$ cat config.mk
export PLATFORM = sky130hd
export DESIGN_NAME = lbe_cell
export DESIGN_NICKNAME = d
export VERILOG_FILES = /design/src/rtl/assert_macros.svh /design/src/rtl/lbe_pkg.sv /design/src/rtl/lbe_cell.sv
export SDC_FILE = /design/constraint.sdc
export NUM_CORES = 1
export LEC_CHECK = 0
export BUFFER_PORTS_ARGS = -buffer_cell sky130_fd_sc_hd__buf_2
export CORE_AREA = 2 2 108 110
export DETAILED_ROUTE_END_ITERATION = 12
export DIE_AREA = 0 0 110 112
export PLACE_DENSITY = 0.8
export SLEW_MARGIN = 10
export SYNTH_ARGS = -nofsm -noshare
export SYNTH_HDL_FRONTEND = slang
export SYNTH_SLANG_ARGS = --single-unit
$ cat constraint.sdc
create_clock -name clk -period 6.5 [get_ports clk]
set_input_delay 0.325 -clock clk [delete_from_list [all_inputs] [get_ports clk]]
set_output_delay 0.325 -clock clk [all_outputs]
set_load 0.1 [all_outputs]
$ cat src/rtl/assert_macros.svh
// ---------------------------------------------------------------------------
// assert_macros.svh
// Assertion helpers; they compile to nothing when SYNTHESIS is defined.
// ---------------------------------------------------------------------------
`ifndef ASSERT_MACROS_SVH
`define ASSERT_MACROS_SVH

`ifndef SYNTHESIS
// cond holds at every clock edge out of reset
`define LBE_ASSERT_ALWAYS(lbl, cond, msg) \
  lbl: assert property (@(posedge clk) disable iff (!rst_n) (cond)) else $error(msg);
// cons holds in the cycle after ante
`define LBE_ASSERT_NEXT(lbl, ante, cons, msg) \
  lbl: assert property (@(posedge clk) disable iff (!rst_n) (ante) |=> (cons)) else $error(msg);
`else
`define LBE_ASSERT_ALWAYS(lbl, cond, msg)
`define LBE_ASSERT_NEXT(lbl, ante, cons, msg)
`endif

`endif

$ cat src/rtl/lbe_pkg.sv
// ---------------------------------------------------------------------------
// lbe_pkg
// Shared types, constants and byte arithmetic of the LRU byte budget evictor.
// ---------------------------------------------------------------------------
package lbe_pkg;

  localparam int TABLE_ENTRIES = 32;
  localparam int BYTE_BITS     = 40;
  localparam int HANDLE_W      = 32;
  localparam int RANK_W        = $clog2(TABLE_ENTRIES);
  localparam int CNT_W         = $clog2(TABLE_ENTRIES + 1);
  localparam int MARK_W        = 10;
  localparam int LVL_W         = BYTE_BITS + 4;
  localparam int PROD_W        = BYTE_BITS + MARK_W;
  // divide by 1000 runs one 10-bit digit per cycle
  localparam int DIV_STEPS     = PROD_W / MARK_W;
  localparam int DCNT_W        = $clog2(DIV_STEPS + 1);
  // ceil(2^30 / 1000); exact quotient for any 20-bit partial remainder
  localparam int RECIP_W       = 21;
  localparam int RECIP_SH      = 30;
  localparam int CFG_IDX_W     = 3;

  localparam logic [MARK_W-1:0]  MARK_FULL = MARK_W'(1000);
  localparam logic [RECIP_W-1:0] RECIP_1K  = RECIP_W'(1073742);

  typedef enum logic [2:0] {
    REQ_REGISTER   = 3'd0,
    REQ_UNREGISTER = 3'd1,
    REQ_ACCESS     = 3'd2,
    REQ_PERSIST    = 3'd3,
    REQ_ENSURE     = 3'd4,
    REQ_EVICT      = 3'd5,
    REQ_SET_AVAIL  = 3'd6,
    REQ_CAN_ALLOC  = 3'd7
  } lbe_req_t;

  typedef enum logic [1:0] {
    ST_OK      = 2'd0,
    ST_UNKNOWN = 2'd1,
    ST_FULL    = 2'd2,
    ST_DENIED  = 2'd3
  } lbe_status_t;

  typedef enum logic [2:0] {
    CFG_TOTAL     = 3'd0,
    CFG_INIT_USED = 3'd1,
    CFG_AUTO      = 3'd2,
    CFG_MIN_EVICT = 3'd3,
    CFG_MAX_EVICT = 3'd4,
    CFG_HIGH_MARK = 3'd5,
    CFG_LOW_MARK  = 3'd6
  } lbe_cfg_idx_t;

  typedef enum logic [2:0] {
    OP_NOP   = 3'd0,
    OP_KILL  = 3'd1,
    OP_TOUCH = 3'd2,
    OP_PIN   = 3'd3,
    OP_ALLOC = 3'd4
  } lbe_op_t;

  // broadcast from the controller to every cell
  typedef struct packed {
    lbe_op_t               op;
    logic                  by_rank;
    logic [HANDLE_W-1:0]   key_handle;
    logic [RANK_W-1:0]     key_rank;
    logic [RANK_W-1:0]     new_rank;
    logic [HANDLE_W-1:0]   new_handle;
    logic [BYTE_BITS-1:0]  new_size;
    logic                  new_pin;
    logic                  wr_data;
  } lbe_cmd_t;

  // passed from cell to cell along the row
  typedef struct packed {
    logic                  free_seen;
    logic                  hit;
    logic [RANK_W-1:0]     hit_rank;
    logic [BYTE_BITS-1:0]  hit_size;
    logic [HANDLE_W-1:0]   hit_handle;
    logic                  hit_pin;
  } lbe_chain_t;

  function automatic logic [BYTE_BITS-1:0] sat_add(input logic [BYTE_BITS-1:0] a,
                                                   input logic [BYTE_BITS-1:0] b);
    logic [BYTE_BITS:0] s;
    s = {1'b0, a} + {1'b0, b};
    return s[BYTE_BITS] ? {BYTE_BITS{1'b1}} : s[BYTE_BITS-1:0];
  endfunction

  function automatic logic [BYTE_BITS-1:0] sat_sub(input logic [BYTE_BITS-1:0] a,
                                                   input logic [BYTE_BITS-1:0] b);
    return (a > b) ? (a - b) : '0;
  endfunction

  function automatic logic [BYTE_BITS-1:0] clamp(input logic [BYTE_BITS-1:0] t,
                                                 input logic [BYTE_BITS-1:0] mn,
                                                 input logic [BYTE_BITS-1:0] mx);
    logic [BYTE_BITS-1:0] v;
    v = (t < mn) ? mn : t;
    return (v > mx) ? mx : v;
  endfunction

endpackage

$ cat src/rtl/lbe_cell.sv
// ---------------------------------------------------------------------------
// lbe_cell
// One table entry: handle, size, pin and recency rank, with its chain link.
// ---------------------------------------------------------------------------
module lbe_cell import lbe_pkg::*; (
  input  logic       clk,
  input  logic       rst_n,
  input  lbe_cmd_t   cmd,
  input  lbe_chain_t chain_in,
  output lbe_chain_t chain_out
);

  logic                 valid_r, valid_nxt;
  logic [HANDLE_W-1:0]  handle_r, handle_nxt;
  logic [BYTE_BITS-1:0] size_r, size_nxt;
  logic                 pin_r, pin_nxt;
  logic [RANK_W-1:0]    rank_r, rank_nxt;

  logic sel_r, sel_h, sel, above, alloc_me;

  assign sel_r    = valid_r && (rank_r == cmd.key_rank);
  assign sel_h    = valid_r && (handle_r == cmd.key_handle);
  assign sel      = cmd.by_rank ? sel_r : sel_h;
  assign above    = valid_r && (rank_r > cmd.key_rank);
  assign alloc_me = (cmd.op == OP_ALLOC) && !valid_r && !chain_in.free_seen;

  always_comb begin
    chain_out.free_seen  = chain_in.free_seen | !valid_r;
    chain_out.hit        = chain_in.hit | sel;
    chain_out.hit_rank   = chain_in.hit_rank   | (sel ? rank_r   : '0);
    chain_out.hit_size   = chain_in.hit_size   | (sel ? size_r   : '0);
    chain_out.hit_handle = chain_in.hit_handle | (sel ? handle_r : '0);
    chain_out.hit_pin    = chain_in.hit_pin    | (sel & pin_r);
  end

  always_comb begin
    valid_nxt  = valid_r;
    handle_nxt = handle_r;
    size_nxt   = size_r;
    pin_nxt    = pin_r;
    rank_nxt   = rank_r;
    case (cmd.op)
      OP_KILL: begin
        if (sel_r) valid_nxt = 1'b0;
        else if (above) rank_nxt = rank_r - 1'b1;
      end
      OP_TOUCH: begin
        if (sel_r) begin
          rank_nxt = cmd.new_rank;
          if (cmd.wr_data) begin
            size_nxt = cmd.new_size;
            pin_nxt  = cmd.new_pin;
          end
        end else if (above) begin
          rank_nxt = rank_r - 1'b1;
        end
      end
      OP_PIN: begin
        if (sel_r) pin_nxt = cmd.new_pin;
      end
      OP_ALLOC: begin
        if (alloc_me) begin
          valid_nxt  = 1'b1;
          handle_nxt = cmd.new_handle;
          size_nxt   = cmd.new_size;
          pin_nxt    = cmd.new_pin;
          rank_nxt   = cmd.new_rank;
        end
      end
      default: begin
      end
    endcase
  end

  always_ff @(posedge clk) begin
    if (!rst_n) begin
      valid_r <= 1'b0;
    end else begin
      valid_r <= valid_nxt;
    end
  end

  always_ff @(posedge clk) begin
    handle_r <= handle_nxt;
    size_r   <= size_nxt;
    pin_r    <= pin_nxt;
    rank_r   <= rank_nxt;
  end

endmodule

==> results.tsv, run 1 <==
metric	value	unit
outcome	completed	
htree_levels	3	
placedInstanceArea	0.005381	mm²
yosys_warnings	0	
cp.arrival	3850	ps
antenna_left	0	
die_x	110	µm
dp_hpwl	9376	µm
fin_skew	8.226	ps
boundaryPins	282	
grt_start_max_net_pins	49	
maxCapViolations	0	
cts_hold_buffers	0	
yosysSeqAreaShare	61.88	%
grt_pass1_wl	16520	µm
synth_area_per_cell	13.54	µm²
antenna_found_initial	0	
post-route-util	50.68	%
via_count	3395	
fmax	0.2396	GHz
drcViolationCount	0	
path_clk_slew	70	ps
worst_pin_slew	1183	ps
post_cts_buffers	0	
cp-end-kind	output port	
tritoncts	built	
gp_congestion	0.8195	
crit_chain	xor2_1 > nor4_1 > nand4_1 > o31ai_4 > buf_4 > a21o_1 > buf_2	
fp.coreArea	0.01117	mm²
std_cell_rows	39	
n_antenna_cell	0	
layout-area-overhead-vs-synth	48.34	%
initial_core_util	34.16	%
synth_top_area_share	61.36	%
cts_buffer_depth	2	
synth_ff_type	edfxtp_1	
ys_types	42	
critical_path_required	6170	ps
fin_nets	775	
p_total	1.408	mW
worst_setup_path_start_kind	flip-flop	
cts_root_buffer	clkbuf_16	
drt-initial-drc-count	119	
slowest_stage	o31ai_4	
slew_headroom	21.11	%
final_area	0.005663	mm²
cts-buffers-inserted	9	
n_fill_cell	981	
p_leak	2.878	nW
synth-edff-count	78	
cts_sinks	79	
worst_hold_slack	161.0	ps
finalSetupTns	0	ps
hold_viol_final	0	
finalSetupViolCount	0	
synth_nets	490	
vdd_drop_max	0.1273	mV
wl_per_cell	16.08	µm
crit_type	flip-flop to output port	
powerDensity	248.7	mW/mm²
die_y	112	µm
port-buffer-count	281	
crit_fanout	48	
insertion_delay	330	ps
post_cts_resize_count	0	
min_period	4174	ps
finalWorstSetupSlack	2326	ps
track_usage	17.95	%
final_cells	715	
drt_pass1_iterations	4	
synthArstFlopShare	0	%
hold_class	input pin to flip-flop	
synth_area_leaders	edfxtp_1 (61%), a21o_1 (15%), xor2_1 (7.1%)	
routed_wl	11500	µm
rsz0062_at_grt	false	
drive_gt1_share	52.97	%
place_inst	699	
syn_area	0.003817	mm²
final_max_slew_viol_count	0	
worst-path-buf-inv	2	
netlist_instances	282	
critPathMaxStageDelay	1030	ps
vias_per_cell	4.748	
path_delay_family	compound AO/OA/AOI/OAI gates	
grt.overflow.total	0	
ys_ff_latch	79	
dp_slack	2623	ps
grt_pass1_vias	3430	
dieArea	0.01232	mm²
post-route-period-util	64.22	%
yosysTopAreaCell	edfxtp_1	
[cells by family (layout without fill, tap and decap cells)]
group / Yosys count / count (layout) / share of synthesized area [%]
simple gates: 42 / 42 / 5.900
compound gates: 102 / 102 / 19.83
buf+inv: 19 / 309 / 2.524
mux: 2 / 2 / 0.5572
fa+ha+maj: 6 / 6 / 1.967
flops: 79 / 79 / 61.88
xor+xnor: 32 / 32 / 7.342
[state kept, by name (all words and copies together), names as in the netlist]
register,cells
size_r,40
handle_r,32
rank_r,5
pin_r,1
valid_r,1
[cells in the mapped netlist, drive strengths merged, types with 2 or more instances]
cell type / instances
nor3: 2
o21ai: 4
xor2: 31
nor2: 11
nor2b: 2
buf: 8
nor4: 7
ha: 6
o22ai: 2
edfxtp: 78
nand2b: 5
nand3: 3
a21o: 78
nand2: 4
or3: 2
a21oi: 5
nand4: 2
inv: 10
o31ai: 2
[path summary, 6_finish.rpt]
path	start	end	slack (ps)	cells after the start
setup / recovery	handle_r[15]$_DFFE_PP_	chain_out[38]	2330	7
hold / removal	cmd[18]	size_r[16]$_DFFE_PP_	160	1
setup reg to reg	rank_r[2]$_DFFE_PP_	size_r[31]$_DFFE_PP_	3740	5
hold reg to reg	valid_r$_SDFFE_PN0P_	valid_r$_SDFFE_PN0P_	690	2
[cell usage in the layout, fill, tap and decap left out, types with 2 or more instances in the layout]
master	n
buf_2	281
nor4_1	6
nand2b_1	5
nand3_1	3
xor2_1	31
o22ai_1	2
inv_1	10
o21ai_0	4
buf_4	2
nor3_1	2
edfxtp_1	78
a21o_1	78
or3_1	2
clkinvlp_4	3
a21oi_1	5
nor2_1	10
ha_1	6
nand4_1	2
nor2b_1	2
clkbuf_16	9
nand2_1	4
[routing by layer]
layer,track usage (%),part of all wire [%],vias up
li1,-,-,1648
met4,5.654,1.0,0
met5,0,0,-
met2,34.64,54,185
met3,3.513,8.4,10
met1,18.97,37,1552
[area by class of cell]
type                    instances  area (µm²)  share of cell area, %
flip-flops and latches         79        2362                  41.71
repair buffers                283        1421                  25.10
clock buffers                   9       225.2                  3.977
clock inverters                 7       56.30                 0.9943
inverters                      10       37.54                 0.6628
well taps                     143       178.9                  3.160
multi-input cells             184        1381                  24.39
[where the power goes]
group	switching (mW)	internal (mW)	leakage (nW)
logic	0.254	0.0902	2.03
clock network	0.207	0.262	0.130
registers	0.0110	0.583	0.722
total	0.473	0.936	2.88
No activity file was read; power rests on OpenSTA's default activity.
==> inputs of run 2 (changes only) <==
clock period = 4 ns   (was 6.5 ns; I/O delays follow)
==> results.tsv, run 2 (synthesis gave the netlist of run 1 again) <==
metric	value	unit
fp.coreArea	0.01117	mm²
slowest_stage	edfxtp_1	
crit_start	handle_r[22]$_DFFE_PP_	
path_delay_family	buffers and inverters	
grt.overflow.total	0	
final_max_slew_viol_count	0	
insertion_delay	330	ps
hold_viol_final	0	
post_cts_buffers	0	
drive_gt1_share	52.80	%
crit_type	flip-flop to output port	
tritoncts	built	
rrSetupSlack	1280	ps
post-route-util	51.45	%
cts_sinks	79	
rsz0062_at_grt	false	
vdd_drop_max	0.2002	mV
vias_per_cell	4.760	
rr_endpoint	size_r[38]$_DFFE_PP_	
boundaryPins	282	
worst_setup_path_start_kind	flip-flop	
port-buffer-count	281	
wl_per_cell	15.47	µm
die_x	110	µm
hold_class	input pin to flip-flop	
cts_buffer_depth	2	
crit_chain	xor2_1 > nor4_1 > nand4_1 > o31ai_4 > buf_12 > a21o_1 > buf_2	
drt-initial-drc-count	119	
path_clk_slew	60	ps
finalSetupViolCount	0	
gp_congestion	0.9196	
fin_nets	775	
antenna_left	0	
largest_reg_flops	40	
fin_skew	4.468	ps
track_usage	17.30	%
antenna_found_initial	1	
fmax	0.3301	GHz
grt_pass1_vias	3403	
critPathCapture	chain_out[61]	
powerDensity	428.0	mW/mm²
routed_wl	11070	µm
cts_root_buffer	clkbuf_16	
regMostFlops	size_r	
most-common-layout-cells	buf_2 (281), a21o_1 (78), edfxtp_1 (78)	
grt_start_max_net_pins	79	
crit_fanout	78	
p_leak	2.915	nW
post_cts_resize_count	0	
worst-path-buf-inv	2	
timing.rr.start	rank_r[2]$_DFFE_PP_	
worst_pin_slew	1111	ps
slew_headroom	25.77	%
finalSetupTns	0	ps
std_cell_rows	39	
htree_levels	3	
post-route-period-util	75.74	%
cp-end-kind	output port	
regArea	0.002362	mm²
dp_hpwl	8775	µm
dieArea	0.01232	mm²
cts_hold_buffers	0	
critPathMaxStageDelay	420	ps
via_count	3408	
critical_path_required	3800	ps
outcome	completed	
initial_core_util	34.16	%
cp.arrival	2830	ps
grt_pass1_wl	15970	µm
drt_pass1_iterations	4	
die_y	112	µm
n_fill_cell	964	
reg_top3	size_r: 40 flops, handle_r: 32 flops, rank_r: 5 flops	
drcViolationCount	0	
reg2reg_depth	5	
final_common_cell	buf_2	
layout-area-overhead-vs-synth	50.61	%
min_period	3029	ps
crit_cells	7	
multi_input_area	0.001390	mm²
maxCapViolations	0	
cts-buffers-inserted	9	
[run 2: cell types whose count changed in the layout (fill, tap and decap cells not counted)]
cell and change:
bufinv_16 +3, clkinvlp_4 -2, buf_12 +1, buf_4 -1, clkbuf_1 +1, clkinv_2 -1, clkinv_4 -1, diode_2 +1
inv_6 +1, inv_8 -1, nor4_2 -1, nor4_4 +1
[run 2: cell type report]
type / instances / area share (%)
Antenna cell: 1 / 0.04353
Clock buffer: 10 / 3.983
Clock inverter: 6 / 2.002
Inverter: 10 / 0.6529
Multi-Input combinational cell: 184 / 24.18
Sequential cell: 79 / 41.09
Tap cell: 143 / 3.112
Timing Repair Buffer: 283 / 24.94
[run 2: routing by layer]
metal  GRT usage (%)  wire [µm]  vias up
li1                -          -     1646
met1           18.24       4074     1553
met3           4.977       1082       14
met2           31.66       5763      195
met4           6.835        153        0
met5               0          0        -
[run 2: per-stage QoR]
step                      area, µm²  worst slack, ps  hold slack [ps]  total power, mW  cells
final                          5749            970.5            43.94            2.461    716
after floorplan                3824            604.4            289.4            1.378    282
after global routing           5749            771.6            18.62            2.556    716
after detailed placement       5403             1261            378.1            1.541    699
after global placement         5403             1261            376.5            1.533    699
after CTS                      5747            884.4            25.25            2.490    715
[run 2: worst min-delay path by stage]
stage	cells past startpoint	endpoint	slack, ps	start
after detailed placement	1	size_r[10]$_DFFE_PP_	380	cmd[12]
final	1	handle_r[1]$_DFFE_PP_	40	cmd[43]
after floorplan	1	valid_r$_SDFFE_PN0P_	290	cmd[117]
after global routing	1	handle_r[4]$_DFFE_PP_	20	cmd[46]
after CTS	1	handle_r[15]$_DFFE_PP_	30	cmd[57]
after global placement	1	size_r[9]$_DFFE_PP_	380	cmd[11]
[run 2: where the power goes]
group | total, mW | internal [mW] | switching (mW) | leakage (nW)
sequential | 0.964 | 0.948 | 0.0167 | 0.722
clock | 0.937 | 0.614 | 0.323 | 0.164
combinational | 0.559 | 0.147 | 0.412 | 2.03
total | 2.46 | 1.71 | 0.752 | 2.92
[run 2: worst register-to-register path, cell delays in order (launching register included)]
cell      delay, ps
edfxtp_1        460
ha_1            350
nand4_1         140
o21ai_0         190
nand2_1         250
nor2_4          920
==> inputs of run 3 (changes only) <==
clock period = 3.1 ns   (was 4 ns; I/O delays follow)
==> results.tsv, run 3 (synthesis gave the netlist of run 1 again) <==
metric	value	unit
outcome	completed	
wl_per_cell	18.07	µm
fmax	0.3455	GHz
die_x	110	µm
antenna_left	0	
rsz0062_at_grt	false	
routed_wl	14030	µm
final_common_cell	buf_2	
gp_congestion	0.9571	
critical_path_required	2940	ps
timing.rr.start	rank_r[2]$_DFFE_PP_	
crit_type	flip-flop to output port	
port-buffer-count	281	
crit_start	handle_r[0]$_DFFE_PP_	
p_leak	3.568	nW
cp-end-kind	output port	
grt_pass1_vias	4194	
die_y	112	µm
std_cell_rows	39	
finalSetupViolCount	0	
boundaryPins	282	
via_count	3796	
reg2reg_depth	6	
critPathCapture	chain_out[56]	
drt-initial-drc-count	180	
drive_gt1_share	48.10	%
vias_per_cell	4.892	
fp.coreArea	0.01117	mm²
slew_headroom	61.17	%
grt_pass1_wl	20330	µm
largest_reg_flops	40	
vdd_drop_max	0.3309	mV
hold_class	input pin to flip-flop	
regMostFlops	size_r	
powerDensity	441.1	mW/mm²
post-route-util	66.76	%
dp_hpwl	10200	µm
insertion_delay	330	ps
tritoncts	built	
drt_pass1_iterations	6	
cts_root_buffer	clkbuf_16	
rr_endpoint	size_r[35]$_DFFE_PP_	
grt_start_max_net_pins	50	
final_max_slew_viol_count	0	
worst_pin_slew	582.4	ps
n_fill_cell	764	
dieArea	0.01232	mm²
maxCapViolations	0	
cts_buffer_depth	2	
htree_levels	3	
antenna_found_initial	0	
rrSetupSlack	630	ps
track_usage	21.95	%
cts-buffers-inserted	9	
crit_fanout	49	
post-route-period-util	93.38	%
finalSetupTns	0	ps
hold_viol_final	0	
most-common-layout-cells	buf_2 (203), a21o_1 (78), edfxtp_1 (78), buf_12 (78), dlygate4sd3_1 (58)	
initial_core_util	34.16	%
path_clk_slew	70	ps
grt.overflow.total	0	
fin_nets	835	
min_period	2895	ps
drcViolationCount	0	
post_cts_buffers	0	
cp.arrival	2740	ps
layout-area-overhead-vs-synth	95.41	%
worst_setup_path_start_kind	flip-flop	
cts_sinks	79	
reg_top3	size_r: 40 flops, handle_r: 32 flops, rank_r: 5 flops	
fin_skew	11.47	ps
==> run 3: power breakdown <==
part           leakage [nW]  total, mW  switching [mW]  internal (mW)
logic                  2.71      0.995           0.591          0.405
clock network         0.139       1.05           0.425          0.623
registers             0.722       1.25          0.0240           1.22
total                  3.57       3.29            1.04           2.25
==> run 3: final cells by class <==
type	instances	area, µm²	area share [%]
Timing Repair Buffer	343	3192	42.79
Sequential cell	79	2362	31.67
Multi-Input combinational cell	184	1390	18.63
Clock buffer	9	225.2	3.019
Tap cell	143	178.9	2.399
Clock inverter	7	71.32	0.9561
Inverter	10	37.54	0.5032
Antenna cell	1	2.502	0.03355
==> run 3: how the worst min path moves through the flow <==
| stage | from | end | slack (ps) | depth (start not counted) |
|---|---|---|---|---|
| after global placement | cmd[8] | size_r[6]$_DFFE_PP_ | 330 | 1 |
| after detailed placement | cmd[39] | size_r[37]$_DFFE_PP_ | 330 | 1 |
| after floorplan | cmd[117] | valid_r$_SDFFE_PN0P_ | 240 | 1 |
| final | cmd[63] | handle_r[21]$_DFFE_PP_ | 10 | 1 |
| after CTS | cmd[37] | size_r[35]$_DFFE_PP_ | 0.07 | 1 |
| after global routing | cmd[43] | handle_r[1]$_DFFE_PP_ | 0.7 | 1 |
==> run 3: layer usage <==
metal | GRT usage [%] | vias to the layer above | share of wire (%)
met5 | 0 | - | 0
met4 | 9.283 | 0 | 2.6
met3 | 6.148 | 34 | 9.0
met2 | 40.65 | 229 | 53
met1 | 22.52 | 1771 | 35
li1 | - | 1762 | -
==> run 3: repair_timing <==
| action | 4_1_cts | 5_1_grt |
|---|---|---|
| setup endpoints to repair | 0 | 49 |
| gates resized for setup | 0 | 1 |
| endpoints found under the hold margin | 50 | 8 |
| hold buffers | 50 | 8 |
==> run 3: critical path, cell delays in order, from the launching register on <==
cell	delay [ps]
edfxtp_1	420
xor2_1	170
nor4_1	350
nand4_1	300
o31ai_4	320
buf_6	350
a21o_1	260
buf_12	190
==> run 3: per-stage QoR <==
stage	area (µm²)	hold slack, ps	instances	setup slack [ps]	total power, mW
floorplan	3826	244.4	282	261.6	1.778
finish	7460	12.95	776	205.3	3.290
global route	7457	0.6569	775	40.02	3.398
detailed placement	6576	333.5	701	438.0	2.199
CTS	7373	0.06528	767	80.81	3.296
global placement	6576	332.0	701	536.0	2.178
